[src/rtl/pbc_pkg.sv]
`timescale 1ns / 1ps

package pbc_pkg;

  // default sizes of the tap store and of the largest block
  localparam int MAX_TAPS_DEF  = 4096;
  localparam int MAX_BLOCK_DEF = 64;

  // fixed field widths
  localparam int ACTION_W = 2;
  localparam int INDEX_W  = 12;
  localparam int SAMPLE_W = 16;
  localparam int TAPV_W   = 16;
  localparam int GAIN_W   = 16;
  localparam int STORE_W  = 20;
  localparam int KLEN_W   = 13;
  localparam int BSL2_W   = 3;
  localparam int TPROD_W  = TAPV_W + GAIN_W;
  localparam int PROD_W   = STORE_W + SAMPLE_W;

  // configuration port
  localparam int PADDR_W  = 4;
  localparam int PDATA_W  = 32;

  // reset values of the registers
  localparam logic [KLEN_W-1:0]        KLEN_RST = '0;
  localparam logic [BSL2_W-1:0]        BSL2_RST = 3'd6;
  localparam logic signed [GAIN_W-1:0] GAIN_RST = 16'sd4096;

  // rounding and saturation
  localparam int TAP_SHIFT = 12;
  localparam int TAP_ROUND = 2048;
  localparam int OUT_SHIFT = 15;
  localparam int OUT_ROUND = 16384;
  localparam int STORE_MAX = 524287;
  localparam int STORE_MIN = -524288;
  localparam int OUT_MAX   = 32767;
  localparam int OUT_MIN   = -32768;

  // unity tap in Q5.15, used for pass-through
  localparam logic signed [STORE_W-1:0] UNIT_TAP = 20'sd32768;

  typedef enum logic [ACTION_W-1:0] {
    ACT_SAMPLE = 2'd0,
    ACT_LOAD   = 2'd1,
    ACT_CLEAR  = 2'd2
  } action_e;

  typedef enum logic [1:0] {
    REG_KLEN = 2'd0,
    REG_BSL2 = 2'd1,
    REG_GAIN = 2'd2
  } reg_e;

  typedef enum logic [2:0] {
    ST_IDLE,
    ST_TAPW,
    ST_START,
    ST_MAC,
    ST_DRAIN,
    ST_FINISH
  } state_e;

  typedef struct packed {
    logic [KLEN_W-1:0]        kernel_length;
    logic [BSL2_W-1:0]        block_size_log2;
    logic signed [GAIN_W-1:0] gain;
  } cfg_t;

  typedef struct packed {
    logic hist_write;
    logic clear;
    logic tap_mul;
    logic tap_write;
    logic out_start;
    logic mac_issue;
    logic mac_first;
    logic mac_pass;
    logic out_load;
    logic out_last;
  } cmd_t;

  typedef struct packed {
    logic busy;
    logic out_free;
  } sts_t;

endpackage

[src/rtl/pbc_cfg.sv]
`timescale 1ns / 1ps

module pbc_cfg (
  input  logic                         clk_i,
  input  logic                         rst_ni,
  input  logic                         psel,
  input  logic                         penable,
  input  logic                         pwrite,
  input  logic [pbc_pkg::PADDR_W-1:0]  paddr,
  input  logic [pbc_pkg::PDATA_W-1:0]  pwdata,
  output logic [pbc_pkg::PDATA_W-1:0]  prdata,
  output logic                         pready,
  output pbc_pkg::cfg_t                cfg_o
);
  import pbc_pkg::*;

  logic [KLEN_W-1:0]        klen_q;
  logic [BSL2_W-1:0]        bsl2_q;
  logic signed [GAIN_W-1:0] gain_q;
  logic                     wr_en;
  reg_e                     reg_idx;

  assign pready  = 1'b1;
  assign wr_en   = psel && penable && pwrite && pready;
  assign reg_idx = reg_e'(paddr[PADDR_W-1:2]);

  // register writes in the access phase
  always_ff @(posedge clk_i or negedge rst_ni) begin
    if (!rst_ni) begin
      klen_q <= KLEN_RST;
      bsl2_q <= BSL2_RST;
      gain_q <= GAIN_RST;
    end else if (wr_en) begin
      unique case (reg_idx)
        REG_KLEN: klen_q <= pwdata[KLEN_W-1:0];
        REG_BSL2: bsl2_q <= pwdata[BSL2_W-1:0];
        REG_GAIN: gain_q <= pwdata[GAIN_W-1:0];
        default:  ;
      endcase
    end
  end

  // read back
  always_comb begin
    unique case (reg_idx)
      REG_KLEN: prdata = PDATA_W'(klen_q);
      REG_BSL2: prdata = PDATA_W'(bsl2_q);
      REG_GAIN: prdata = PDATA_W'(gain_q);
      default:  prdata = '0;
    endcase
  end

  assign cfg_o.kernel_length   = klen_q;
  assign cfg_o.block_size_log2 = bsl2_q;
  assign cfg_o.gain            = gain_q;

endmodule

[config.mk]
export PLATFORM = sky130hd
export DESIGN_NAME = pbc_cfg
export DESIGN_NICKNAME = d
export VERILOG_FILES = /design/src/rtl/pbc_pkg.sv /design/src/rtl/pbc_cfg.sv
export SDC_FILE = /design/constraint.sdc
export NUM_CORES = 1
export LEC_CHECK = 0
export BUFFER_PORTS_ARGS = -buffer_cell sky130_fd_sc_hd__buf_2
export CORE_MARGIN = 2
export CORE_UTILIZATION = 42
export CTS_CLUSTER_SIZE = 25
export DETAILED_ROUTE_END_ITERATION = 16
export GPL_TIMING_DRIVEN = 0
export PLACE_DENSITY = 0.8
export SYNTH_ARGS = -nofsm -noshare
export SYNTH_HDL_FRONTEND = slang
export SYNTH_SLANG_ARGS = --single-unit
export TNS_END_PERCENT = 10
[constraint.sdc]
create_clock -name clk_i -period 1.01 [get_ports clk_i]
set_input_delay 0.0505 -clock clk_i [delete_from_list [all_inputs] [get_ports clk_i]]
set_output_delay 0.0505 -clock clk_i [all_outputs]
set_load 0.1 [all_outputs]
==> results of run 1 <==
[how the worst min path moves through the flow]
stage,from,endpoint,cells past startpoint
after global placement,rst_ni,klen_q[7],1
final,pwdata[4],klen_q[4],2
after global routing,pwdata[9],gain_q[9],2
after CTS,pwdata[8],klen_q[8],2
after detailed placement,rst_ni,klen_q[7],1
after floorplan,rst_ni,bsl2_q[0],0
[synthesized netlist by cell type, drive strengths merged]
cell type and n:
mux2 32, dfrtp 29, buf 22, mux2i 13
nor2 10, and2 3, dfstp 3, nand2 3
o21ai 3, nor2b 2, clkbuf 1, conb 1
nand3 1, nor3 1, nor3b 1, or3b 1
[per-layer routing]
metal	track usage, %	vias to the layer above	part of all wire [%]
li1	-	619	-
met1	26.5	675	38
met2	44.7	63	55
met3	8.01	4	6.9
met4	7.29	0	0.65
met5	0	-	0
[kinds of logic after synthesis]
group,share of synthesized area [%]
AOI/OAI and AO/OA,0.933
buffers and inverters,10.4
DFF,50.0
muxes,30.5
other,0.233
and+or+nand+nor,7.93
[area by class of cell]
| class | instances | area share (%) |
|---|---|---|
| repair buffers | 92 | 37.1 |
| flip-flops and latches | 32 | 26.3 |
| multi-input cells | 72 | 25.7 |
| plain buffers | 23 | 6.23 |
| clock buffers | 6 | 2.52 |
| well taps | 48 | 1.83 |
| clock inverters | 2 | 0.306 |
[where the power goes]
| part | switching (mW) | total, mW | leakage, nW | internal (mW) |
|---|---|---|---|---|
| Combinational | 4.05 | 5.88 | 1.00 | 1.83 |
| Sequential | 0.394 | 2.09 | 0.354 | 1.69 |
| Clock | 0.479 | 1.02 | 0.0510 | 0.543 |
[stage by stage]
| step | utilization (%) | cell area (um^2) | TNS [ns] |
|---|---|---|---|
| floorplan | - | 1820 | -18.43 |
| global placement | 62.8 | 2300 | -22.64 |
| detailed placement | 62.8 | 2300 | -23.16 |
| CTS | 84.0 | 3080 | -10.38 |
| global route | 89.5 | 3280 | -12.23 |
| finish | 89.5 | 3280 | -10.55 |
[critical path, cell delays in order (launching register included)]
cell and delay [ns]:
dfrtp_4 0.50, mux2i_2 0.26, o21ai_4 0.10, buf_6 0.19
[sequential cells by signal, indices dropped and copies added (netlist names)]
signal	count
gain_q	16
klen_q	13
bsl2_q	3
[repair_timing]
item                                   4_1_cts  5_1_grt
setup buffers                                0        4
endpoints found under the hold margin       32        0
pin swaps                                    2        2
hold buffers                                 4        0
gates resized for setup                    183       44
setup endpoints to repair                   84      100
gates cloned                                 1        0
==> impl_metrics.toml, run 1 <==
[setup_path]
r2r_setup_slack_ns = 0.02
crit_path_end_kind = "output pin"
regToRegStartpoint = "gain_q[1]"
endpoint = "prdata[0]"
critPathMaxFanout = 3
reg2reg_to = "gain_q[1]"
critical_path_arrival_ns = 1.33
crit_start = "gain_q[0]"
timing_worst_setup_path_type = "reg2out"
worst-endpoint-required_ns = 0.96
r2r_cell_count = 2
start_kind = "flip-flop"

[pwr]
report.power.total_mw = 8.99
cellLeakagePower_nw = 1.41
peakVddDrop_v = 0.00205
power.density_cell_area_nw_per_um2 = 2750

[clock_tree]
cts_tree = "yes"
ctsLongestPathBuffers = 2
clk-insertion-delay-late_ns = 0.28
cts-buffers-inserted = 5
ctsHtreeMaxLevel = 2
cts.reportedPaths.clkPinSlew_ns = 0.07
root_buffer = "clkbuf_8"
clkSinkCount = 32

[global_route]
grt_pass1_wl_mm = 7.58
antenna_violations_before_repair = 0
global_route.usage.total_pct = 24.4
globalRoute.totalOverflow = 0
grt_start_max_net_pins = 33
first_global_vias = 1406

[finish]
multiInputGateArea_um2 = 842
leading_cell_type_in_the_layout_fill_and_taps_excluded = "buf_6"
post_route_cells_drive_above_1_share_pct = 93.8
num-fill-cells = 151
finalNonFillerCells = 275
total_area_of_sequential_cells_um2 = 862
antenna-diode-count = 0
final_net_count = 267
area_growth_syn_to_layout_pct = 104
final_cell_mix = "buf_6 (38), buf_12 (35), mux2_2 (31)"

[timing]
finalHoldViolations = 0
worst_slew_margin_rel_pct = 64.9
fmax_mhz = 725
post-route-worst-setup-slack_ns = -0.370
finalCriticalPeriod_ns = 1.38
final-setup-viol-count = 51
rsz0062_at_grt = "true"
period_share_pct = 137
timing.final.max_slew_violations = 0
max_slew.worst_pin.slew_ns = 0.526
fin_worst_skew_ns = 0
fin_worst_hold_slack_ns = 0.0102

[synth]
synthDominantCellAreaShare_pct = 45.1
synth.largest_area_cell = "dfrtp_1"
post_synth.cell_area_avg_um2 = 12.8
seq_area_frac_synth_pct = 50.0
synth.ff_latch_count = 32
synth_area_leaders = "dfrtp_1 (45%), mux2_2 (22%), buf_4 (8.9%)"
syn-num-nets = 167
yosys.cell_types.count = 18
synth_cells = 126
syn_warnings = 0
mappedNetlistArea_um2 = 1610

[placement]
port-buffer-count = 84
post-dp-hpwl_mm = 2.57
detailedPlace.worstSlack_ns = -0.689
gp_congestion = 0.795
dp_cells = 258

[run]
cap_violations = 0

[die]
pin_count = 106
die_h_um = 65.9
chipWidth_um = 65.9
std_cell_rows = 22
die_area_um2 = 4340
coreArea_um2 = 3660
floorplan.initialDensity_pct = 44.0

[route]
drt_initial_violations = 22
routedWlPerCell_um = 20.2
drt-total-wl_mm = 5.57
detailroute.via_count = 1361
drtPass1Iterations = 4
detail_route.drc_violations = 0
ant_nets = 0
ratio_of_routed_vias_to_standard_cells = 4.95

[outcome]
status = "complete, but fails checks"
violations = "setup timing"

[worst_hold_path]
hold_path.class = "in2reg"
No activity file was read; power rests on OpenSTA's default activity.
==> run 2: changes to the inputs <==
Settings changed: PLACE_DENSITY 0.8 to 0.85.
==> impl_metrics.toml, run 2 (synthesized netlist as in run 1, its figures left out) <==
[outcome]
status = "complete, but fails checks"
violations = "setup timing"

[finish]
top_regs = "gain_q x16, klen_q x13, bsl2_q x3"
area_growth_syn_to_layout_pct = 106
final_net_count = 264
regMostFlops = "gain_q"
final_cell_mix = "buf_6 (40), buf_12 (37), mux2_2 (30)"
post_route_cells_drive_above_1_share_pct = 94.6
finalNonFillerCells = 272
antenna-diode-count = 0
leading_cell_type_in_the_layout_fill_and_taps_excluded = "buf_6"
finish.instance_area_um2 = 3310
num-fill-cells = 141
largest_register_ff_count = 16
final_core_utilization_pct = 90.4

[die]
die_area_um2 = 4340
chipWidth_um = 65.9
pin_count = 106
std_cell_rows = 22
floorplan.initialDensity_pct = 44.0
coreArea_um2 = 3660
die_h_um = 65.9

[setup_path]
r2r_setup_slack_ns = 0.10
worst_path_max_delay_cell = "dfrtp_4"
cells_along_the_critical_path = "and2_4 > buf_4 > buf_12"
crit_start = "gain_q[15]"
endpoint = "prdata[20]"
critical_path_depth = 3
regToRegStartpoint = "klen_q[1]"
timing.critical_path.buf_inv = 2
crit_path_end_kind = "output pin"
timing_worst_setup_path_type = "reg2out"
reg2reg_to = "klen_q[1]"
worst-endpoint-required_ns = 0.96
start_kind = "flip-flop"
critPathMaxFanout = 8
critical_path_arrival_ns = 1.34
critPathMaxStageDelay_ns = 0.51
r2r_cell_count = 1
cp_top_family = "flip-flops"

[clock_tree]
ctsLongestPathBuffers = 2
clk-insertion-delay-late_ns = 0.28
cts-buffers-inserted = 5
root_buffer = "clkbuf_8"
cts.reportedPaths.clkPinSlew_ns = 0.07
clkSinkCount = 32
ctsHtreeMaxLevel = 2
cts_tree = "yes"

[timing]
period_share_pct = 137
fin_tns_setup_ns = -10.28
finalCriticalPeriod_ns = 1.39
timing.final.max_slew_violations = 0
post-route-worst-setup-slack_ns = -0.378
fmax_mhz = 720
rsz0062_at_grt = "true"
finalHoldViolations = 0
fin_worst_skew_ns = 0
final-setup-viol-count = 52

[route]
routedWlPerCell_um = 21.0
ant_nets = 0
ratio_of_routed_vias_to_standard_cells = 5.15
drt-total-wl_mm = 5.70
drtPass1Iterations = 4
drt_initial_violations = 47
detail_route.drc_violations = 0
detailroute.via_count = 1402

[global_route]
grt_start_max_net_pins = 33
antenna_violations_before_repair = 0
first_global_vias = 1550
globalRoute.totalOverflow = 0
grt_pass1_wl_mm = 7.98
global_route.usage.total_pct = 25.7

[pwr]
report.power.total_mw = 8.98
power.density_cell_area_nw_per_um2 = 2720
power_frac_clock_pct = 11.3
seq_power_share_pct = 23.6
netSwitchingPower_mw = 4.93
peakVddDrop_v = 0.00196
cellLeakagePower_nw = 1.40
swShare_pct = 54.9
share_comb_of_total_power_pct = 65.1
internal_power_mw = 4.05

[worst_hold_path]
hold_path.class = "in2reg"

[placement]
dp_cells = 258
post-dp-hpwl_mm = 2.61
port-buffer-count = 84
dpl-instance-area_um2 = 2300
gp_congestion = 0.726

[run]
cap_violations = 0
## run 2: cell count changes in the layout (fill, tap and decap cells not counted), moves of 2 or more
cell | before | now
buf_6 | 38 | 40
buf_4 | 19 | 11
mux2i_1 | 4 | 2
mux2i_4 | 3 | 5
buf_12 | 35 | 37
## run 2: power groups by stage
stage	clock network [mW]	logic, mW	registers (mW)
after global placement	0	4.59	1.95
final	1.02	5.85	2.12
after CTS	1.03	5.64	2.06
after floorplan	0	1.80	4.17
after detailed placement	0	4.63	1.96
after global routing	1.09	5.98	2.16
## run 2: cell type report
cell class | count | area [um^2] | area share [%]
buffer | 23 | 225 | 6.81
clock buffer | 6 | 82.6 | 2.50
clock inverter | 2 | 10.0 | 0.303
multi-input combinational | 73 | 880 | 26.6
sequential | 32 | 862 | 26.1
tap | 48 | 60.1 | 1.82
timing repair buffer | 88 | 1190 | 35.9
## run 2: per-stage QoR
step	hold slack (ns)	worst slack [ns]
after global placement	0.131	-0.705
after CTS	0.00175	-0.330
after global routing	0.00953	-0.408
final	0.00527	-0.378
after detailed placement	0.138	-0.718
after floorplan	-0.245	-0.473
## run 2: timing repair
| action | in CTS | in global routing |
|---|---|---|
| gates resized for setup | 205 | 32 |
| hold buffers | 4 | 0 |
| endpoints found under the setup margin | 84 | 70 |
| endpoints found under the hold margin | 32 | 0 |
| pin swaps | 3 | 2 |
| gates cloned | 1 | 1 |
| setup buffers | 0 | 0 |
## run 2: how the worst min path moves through the flow
| stage | from | endpoint | cells after the start |
|---|---|---|---|
| 6_report | pwdata[4] | klen_q[4] | 2 |
| 5_1_grt | pwdata[4] | klen_q[4] | 2 |
| 4_1_cts | pwdata[4] | klen_q[4] | 2 |
| 3_5_place_dp | rst_ni | klen_q[0] | 1 |
| 3_3_place_gp | rst_ni | klen_q[0] | 1 |
| 2_1_floorplan | rst_ni | bsl2_q[0] | 0 |
## run 2: routing by layer
layer  vias to the layer above  share of wire, %  routed length (um)  global-route usage, %
li1                        617                 -                   -                      -
met1                       698                35                1990                   26.1
met2                        77                54                3070                   47.5
met3                        10               9.4                 538                   10.2
met4                         0               1.9                 108                   8.33
met5                         -                 0                   0                      0
