## src/rtl/pbc_pkg.sv

```systemverilog
`timescale 1ns / 1ps

package pbc_pkg;

  // default sizes of the tap store and of the largest block
  localparam int MAX_TAPS_DEF  = 4096;
  localparam int MAX_BLOCK_DEF = 64;

  // fixed field widths
  localparam int ACTION_W = 2;
  localparam int INDEX_W  = 12;
  localparam int SAMPLE_W = 16;
  localparam int TAPV_W   = 16;
  localparam int GAIN_W   = 16;
  localparam int STORE_W  = 20;
  localparam int KLEN_W   = 13;
  localparam int BSL2_W   = 3;
  localparam int TPROD_W  = TAPV_W + GAIN_W;
  localparam int PROD_W   = STORE_W + SAMPLE_W;

  // configuration port
  localparam int PADDR_W  = 4;
  localparam int PDATA_W  = 32;

  // reset values of the registers
  localparam logic [KLEN_W-1:0]        KLEN_RST = '0;
  localparam logic [BSL2_W-1:0]        BSL2_RST = 3'd6;
  localparam logic signed [GAIN_W-1:0] GAIN_RST = 16'sd4096;

  // rounding and saturation
  localparam int TAP_SHIFT = 12;
  localparam int TAP_ROUND = 2048;
  localparam int OUT_SHIFT = 15;
  localparam int OUT_ROUND = 16384;
  localparam int STORE_MAX = 524287;
  localparam int STORE_MIN = -524288;
  localparam int OUT_MAX   = 32767;
  localparam int OUT_MIN   = -32768;

  // unity tap in Q5.15, used for pass-through
  localparam logic signed [STORE_W-1:0] UNIT_TAP = 20'sd32768;

  typedef enum logic [ACTION_W-1:0] {
    ACT_SAMPLE = 2'd0,
    ACT_LOAD   = 2'd1,
    ACT_CLEAR  = 2'd2
  } action_e;

  typedef enum logic [1:0] {
    REG_KLEN = 2'd0,
    REG_BSL2 = 2'd1,
    REG_GAIN = 2'd2
  } reg_e;

  typedef enum logic [2:0] {
    ST_IDLE,
    ST_TAPW,
    ST_START,
    ST_MAC,
    ST_DRAIN,
    ST_FINISH
  } state_e;

  typedef struct packed {
    logic [KLEN_W-1:0]        kernel_length;
    logic [BSL2_W-1:0]        block_size_log2;
    logic signed [GAIN_W-1:0] gain;
  } cfg_t;

  typedef struct packed {
    logic hist_write;
    logic clear;
    logic tap_mul;
    logic tap_write;
    logic out_start;
    logic mac_issue;
    logic mac_first;
    logic mac_pass;
    logic out_load;
    logic out_last;
  } cmd_t;

  typedef struct packed {
    logic busy;
    logic out_free;
  } sts_t;

endpackage

```

## src/rtl/pbc_ctrl.sv

```systemverilog
`timescale 1ns / 1ps

module pbc_ctrl #(
  parameter int  MAX_TAPS  = pbc_pkg::MAX_TAPS_DEF,
  parameter int  MAX_BLOCK = pbc_pkg::MAX_BLOCK_DEF,
  localparam int AGE_W     = $clog2(MAX_TAPS + MAX_BLOCK + 1)
) (
  input  logic                          clk_i,
  input  logic                          rst_ni,
  input  pbc_pkg::cfg_t                 cfg_i,
  input  logic                          in_valid_i,
  input  logic [pbc_pkg::ACTION_W-1:0]  in_action_i,
  output logic                          in_ready_o,
  input  pbc_pkg::sts_t                 sts_i,
  output pbc_pkg::cmd_t                 cmd_o,
  output logic [AGE_W-1:0]              age_o,
  output logic [pbc_pkg::KLEN_W-1:0]    k_o
);
  import pbc_pkg::*;

  localparam int FILL_W = $clog2(MAX_BLOCK + 1);

  state_e            state_q, state_d;
  logic [FILL_W-1:0] fill_q, fill_d;
  logic [FILL_W-1:0] oidx_q, oidx_d;
  logic [KLEN_W-1:0] k_q, k_d;

  logic              in_xfer;
  action_e           act;
  logic [FILL_W-1:0] fill_inc;
  logic [FILL_W-1:0] age_start;
  logic [31:0]       lg, bs_raw, bs32, len32;
  logic              pass;
  logic [KLEN_W-1:0] last_k;
  logic              last_out;

  assign in_ready_o = (state_q == ST_IDLE);
  assign in_xfer    = in_valid_i && in_ready_o;
  assign act        = action_e'(in_action_i);

  // effective block size and kernel length
  assign lg     = (cfg_i.block_size_log2 < BSL2_W'(1)) ? 32'd1 : 32'(cfg_i.block_size_log2);
  assign bs_raw = 32'd1 << lg;
  assign bs32   = (bs_raw > 32'(MAX_BLOCK)) ? 32'(MAX_BLOCK) : bs_raw;
  assign len32  = (32'(cfg_i.kernel_length) > 32'(MAX_TAPS)) ? 32'(MAX_TAPS)
                                                             : 32'(cfg_i.kernel_length);
  assign pass   = (len32 < 32'd2);
  assign last_k = pass ? '0 : KLEN_W'(len32 - 32'd1);

  assign fill_inc  = fill_q + 1'b1;
  assign age_start = fill_q - oidx_q;
  assign last_out  = ((32'(oidx_q) + 32'd1) == 32'(fill_q));

  // next state and counters
  always_comb begin
    state_d = state_q;
    fill_d  = fill_q;
    oidx_d  = oidx_q;
    k_d     = k_q;
    unique case (state_q)
      ST_IDLE: begin
        if (in_xfer) begin
          unique case (act)
            ACT_SAMPLE: begin
              fill_d = fill_inc;
              if (32'(fill_inc) >= bs32) begin
                oidx_d  = '0;
                state_d = ST_START;
              end
            end
            ACT_LOAD:  state_d = ST_TAPW;
            ACT_CLEAR: fill_d  = '0;
            default:   ;
          endcase
        end
      end
      ST_TAPW:  state_d = ST_IDLE;
      ST_START: begin
        k_d     = '0;
        state_d = ST_MAC;
      end
      ST_MAC: begin
        if (k_q == last_k) begin
          state_d = ST_DRAIN;
        end else begin
          k_d = k_q + 1'b1;
        end
      end
      ST_DRAIN: begin
        if (!sts_i.busy) begin
          state_d = ST_FINISH;
        end
      end
      ST_FINISH: begin
        if (sts_i.out_free) begin
          if (last_out) begin
            fill_d  = '0;
            state_d = ST_IDLE;
          end else begin
            oidx_d  = oidx_q + 1'b1;
            state_d = ST_START;
          end
        end
      end
      default: state_d = ST_IDLE;
    endcase
  end

  // datapath commands
  always_comb begin
    cmd_o = '0;
    age_o = AGE_W'(age_start);
    k_o   = k_q;
    unique case (state_q)
      ST_IDLE: begin
        if (in_xfer) begin
          unique case (act)
            ACT_SAMPLE: cmd_o.hist_write = 1'b1;
            ACT_LOAD:   cmd_o.tap_mul    = 1'b1;
            ACT_CLEAR:  cmd_o.clear      = 1'b1;
            default:    ;
          endcase
        end
      end
      ST_TAPW:  cmd_o.tap_write = 1'b1;
      ST_START: cmd_o.out_start = 1'b1;
      ST_MAC: begin
        cmd_o.mac_issue = 1'b1;
        cmd_o.mac_first = (k_q == '0);
        cmd_o.mac_pass  = pass;
      end
      ST_DRAIN: ;
      ST_FINISH: begin
        cmd_o.out_load = sts_i.out_free;
        cmd_o.out_last = last_out;
      end
      default: ;
    endcase
  end

  always_ff @(posedge clk_i or negedge rst_ni) begin
    if (!rst_ni) begin
      state_q <= ST_IDLE;
      fill_q  <= '0;
      oidx_q  <= '0;
      k_q     <= '0;
    end else begin
      state_q <= state_d;
      fill_q  <= fill_d;
      oidx_q  <= oidx_d;
      k_q     <= k_d;
    end
  end

`ifndef ASSERT_OFF
  a_load_free : assert property (@(posedge clk_i) disable iff (!rst_ni)
    cmd_o.out_load |-> sts_i.out_free)
    else $error("output register loaded while still occupied");

  a_finish_idle : assert property (@(posedge clk_i) disable iff (!rst_ni)
    (state_q == ST_FINISH) |-> !sts_i.busy)
    else $error("result taken before the mac pipeline drained");

  a_fill_range : assert property (@(posedge clk_i) disable iff (!rst_ni)
    32'(fill_q) <= MAX_BLOCK)
    else $error("block fill exceeds the largest block");

  a_tap_range : assert property (@(posedge clk_i) disable iff (!rst_ni)
    (state_q == ST_MAC) |-> (k_q <= last_k))
    else $error("tap counter ran past the kernel length");
`endif

endmodule

```

## config.mk

```make
export PLATFORM = sky130hd
export DESIGN_NAME = pbc_ctrl
export DESIGN_NICKNAME = d
export VERILOG_FILES = /design/src/rtl/pbc_pkg.sv /design/src/rtl/pbc_ctrl.sv
export SDC_FILE = /design/constraint.sdc
export NUM_CORES = 1
export LEC_CHECK = 0
export CAP_MARGIN = 20
export CORE_MARGIN = 4
export CORE_UTILIZATION = 30
export CTS_CLUSTER_DIAMETER = 50
export CTS_CLUSTER_SIZE = 16
export DETAILED_ROUTE_END_ITERATION = 8
export DONT_BUFFER_PORTS = 1
export PLACE_DENSITY_LB_ADDON = 0.3
export SYNTH_ARGS = -nofsm -noshare
export SYNTH_HDL_FRONTEND = slang
export SYNTH_SLANG_ARGS = --single-unit
```

## constraint.sdc

```tcl
create_clock -name clk_i -period 3.19 [get_ports clk_i]
set_input_delay 0.319 -clock clk_i [delete_from_list [all_inputs] [get_ports clk_i]]
set_output_delay 0.319 -clock clk_i [all_outputs]
set_load 0.01 [all_outputs]
```

==> results.md <==
- Row generation in the floorplan step produced 37 rows.
- In the final routed layout, each cell accounts on average for 15.9 microns.
- The CTS sink count is 30.
- The critical path goes through nand3_1 -> or3_1 -> and3_1 -> o2111ai_1 -> a21o_1 -> nand2_1 -> a211oi_1 -> o2bb2ai_1.
- The largest clock skew in the final design is 6.83 ps.
- After synthesis, the share of flip-flops with an asynchronous set or reset is 1.00.
- The total of cells resized after clock tree synthesis is 0.
- In this run the cell area measured after placement is between 0.003 and 0.004 sq mm.
- The number of buffers and inverters on the critical path is 0.
- The remaining antenna violation count after routing is 0.
- The cell taking the most area after synthesis is dfrtp_1.
- During synthesis, Yosys emitted a total of 0 warnings.
- Counting along the longest clock path gives a buffer depth of 2.
- After detailed routing, the number of remaining DRC violations is 0.
- The die covers ~0.012 sq mm.
- The flop and latch count out of synthesis is 30.
- The TritonCTS clock tree is yes.
- The sort of element at the start of the critical path is a flip-flop.
- The clock transition at the registers of the reported paths is around 70 ps.
- CTS built an H-tree with a depth of 2.
- The worst setup path is captured at a flip-flop.
- In the post-synthesis netlist, the cell with the most instances is inv_1.
- The relative slew slack is 0.565.
- From synthesis to final layout, the design area changed by 8.87%.
- The number of distinct library cells after synthesis is 74.
- The register-to-register setup slack is 460 ps.
- The class of the worst hold path is in -> reg.
- For this run the aggregate overflow at the end of global routing stands at 0.
- Before antenna repair, the detailed router went through 4 iterations.
- The cell type of the slowest stage on the worst timing path is dfrtp_1.
- The repair_antennas step left the layout with diodes totalling 0.
- The top cell family by delay on the critical path is compound AO/OA/AOI/OAI gates.
- The latest clock arrival within the worst-skew pair is roughly 280 ps.
- The post-layout net count is approximately 460.
- Dividing the detail-routed via count by the number of cells gives 5.50.
- Across the run, the number of max-cap violations was 0.
- The number of antenna violations at the first check in global routing was 0.
- The analysis attributes to cell leakage a power of roughly 1.4 nW.
- The via count of the first global-routing pass is slightly below 3000.
- The post-synthesis cell count is between 300 and 400.
- The dominant register cell in the synthesized netlist is dfrtp_1.
- The core footprint is 0.0104 sq mm.
- Excluding fillers, the count of instances in the completed layout stands at 542.
- The largest single stage delay on the critical path is 430 ps.
- The flow ran to the end, and the final reports show no timing, DRC or antenna violations.
- After routing the design area is around 0.0035 sq mm.
- For this configuration, the core starts out at a cell density of 0.310.
- After layout, the minimum clock period comes to between 2000 and 3000 ps.
- The slew at the pin with the worst max-slew slack is around 650 ps.
- The routability-driven placement congestion ratio is roughly 0.85.
- The global-route usage over all layers is 0.138.
- The tree is rooted in a clkbuf_8.
- The area share of the largest cell type after synthesis is 0.233.
- For this block, the via count after detailed routing is between 2000 and 3000.
- The DRC violation total after the first TritonRoute iteration is between 200 and 250.
- The number of clock buffers added by TritonCTS is 5.
- The critical path data required time is 3340 ps.
- The final number of hold-violating endpoints came to 0.
- The largest net degree at the start of global routing is 31.
- By count the netlist is led by 33 x inv_1, 30 x dfrtp_1, 23 x a21oi_1, 23 x nand2_1, 23 x nor2_1.
- Ranked by total cell area, the synthesized netlist is headed by dfrtp_1 23%, ha_1 7.0%, xnor2_1 4.1%.
- In this run the worst path has a maximum fanout of 8.
- The instance count after placement with tap cells included is 532.
- The hold buffer count at cts is 2.
- For this block, the routed nets add up to approximately 8600 microns of wire.
- The first-pass GRT wire length is roughly 15000 microns.
- Timing would allow up to around 370 MHz.
- For this design the top-level I/O count stands at 76.
- The power per cell area is 537 mW/mm^2.
- The cell area after technology mapping is about 0.0032 sq mm.
- The average cell area after synthesis is ~8.1 sq um.
- In this run the post-CTS setup repair buffer count came out at 0.
- The share of the Yosys chip area taken by registers is 0.233.
- In the final layout, the share of cells above drive strength 1 is 0.106.
- The kind of critical path is reg -> reg.
- Yosys mapped a number of flops with a built-in enable equal to 0.
- The total design power is 1.88 mW.
- The y dimension of the die is about 110 microns.
- Input and output buffers added on the ports amount to 0.
- In the finished design, the share of the clock period the worst path needs comes to 0.857.
- The final count of pins violating max slew is 0.
- Once layout is complete, the utilization of the core stands at 0.338.
- Across the VDD grid, the largest voltage drop is approximately 0.24 mV.
- At the worst endpoint, the arrival time is approximately 2900 ps.
- The half-perimeter wire length after detailed placement is between 6000 and 7000 microns.
- The die span in x is between 100 and 150 microns.
- Setup repair after global routing left no endpoint under its margin.
- The aggregate negative setup slack is 0 ps.
- Setup violations remaining at the end of the flow were counted as 0.
==> report_power, final <==
part	total [mW]	internal, mW	leakage [nW]	switching [mW]
clock	0.322	0.174	0.0482	0.148
combinational	0.985	0.419	0.967	0.566
sequential	0.572	0.443	0.404	0.129
==> worst register-to-register path: cells and delay by family, from the launching register on <==
family	cells	cell delay, ps
AO/OA/AOI/OAI	4	1170
AND/OR/NAND/NOR	4	1000
flip-flops	1	430
==> per-stage QoR <==
| stage | worst slack (ps) | hold WS, ps |
|---|---|---|
| after floorplan | 87.4 | 23.4 |
| after CTS | 486 | 216 |
| after global routing | 252 | 240 |
| after global placement | 262 | 24.3 |
| after detailed placement | 220 | 24.3 |
| final | 455 | 229 |
==> layout by cell type, fill, tap and decap left out, types with 3 or more instances in the layout <==
| cell type | synthesis | layout |
|---|---|---|
| nand4_1 | 7 | 7 |
| nor2b_1 | 10 | 10 |
| inv_1 | 33 | 33 |
| a21oi_2 | 3 | 3 |
| nor3_1 | 10 | 10 |
| or2_2 | 3 | 3 |
| o41ai_1 | 3 | 3 |
| or4_4 | 3 | 3 |
| nand2_1 | 23 | 23 |
| and2_1 | 3 | 3 |
| o21ai_1 | 10 | 10 |
| o211ai_1 | 3 | 3 |
| or3_1 | 13 | 13 |
| a21o_1 | 8 | 8 |
| nand2b_1 | 4 | 4 |
| dfrtp_1 | 30 | 30 |
| mux2i_1 | 5 | 5 |
| xnor2_1 | 15 | 15 |
| nand3_1 | 16 | 16 |
| xor2_1 | 8 | 8 |
| and3_1 | 8 | 8 |
| nor2_1 | 23 | 23 |
| o21bai_1 | 3 | 3 |
| nand3b_1 | 3 | 3 |
| buf_4 | 6 | 13 |
| o21ai_0 | 12 | 12 |
| ha_1 | 18 | 18 |
| or4_1 | 4 | 4 |
| nor4_1 | 6 | 6 |
| a211oi_1 | 6 | 6 |
| clkbuf_8 | 0 | 6 |
| a31oi_1 | 4 | 4 |
| a21oi_1 | 23 | 23 |
| mux2_2 | 4 | 4 |
| o31ai_1 | 10 | 10 |
| conb_1 | 1 | 7 |
==> cell families after synthesis <==
family,Yosys count,synth area share
AOI/OAI and AO/OA,108,0.231
xor gates and xnor gates,24,0.0697
adders and majority gates,19,0.0763
buffers and inverters,55,0.0790
DFF,30,0.233
muxes,10,0.0342
other,1,0.00117
and+or+nand+nor,151,0.275
==> path summary, 6_finish.rpt <==
| check | startpoint | endpoint | cells past startpoint |
|---|---|---|---|
| worst max-delay path | oidx_q[2] | oidx_q[1] | 8 |
| worst min-delay path | in_action_i[1] | state_q[1] | 2 |
| worst max register to register | oidx_q[2] | oidx_q[1] | 8 |
| worst min register to register | oidx_q[0] | oidx_q[0] | 1 |
| max in group asynchronous | rst_ni | k_o[12] | 2 |
| min in group asynchronous | rst_ni | fill_q[1] | 2 |
==> sequential cells by signal, indices dropped and copies added (netlist names) <==
signal   count
oidx_q       7
fill_q       7
k_o         13
state_q      3
==> final cells by class <==
type,count,area (sq um)
flip-flops and latches,30,751
multi-input cells,319,2230
repair buffers,15,128
clock inverters,1,5.00
clock buffers,7,86.3
well taps,136,170
fillers,1112,6870
inverters,34,128
==> metal layers <==
layer,routed length [microns],track usage,vias up
met5,0,0,-
met4,86,0.0341,0
met3,428,0.0201,5
met2,4090,0.229,65
met1,4000,0.190,1435
li1,-,-,1478
Note: power is estimated with default switching activity, not from simulation.
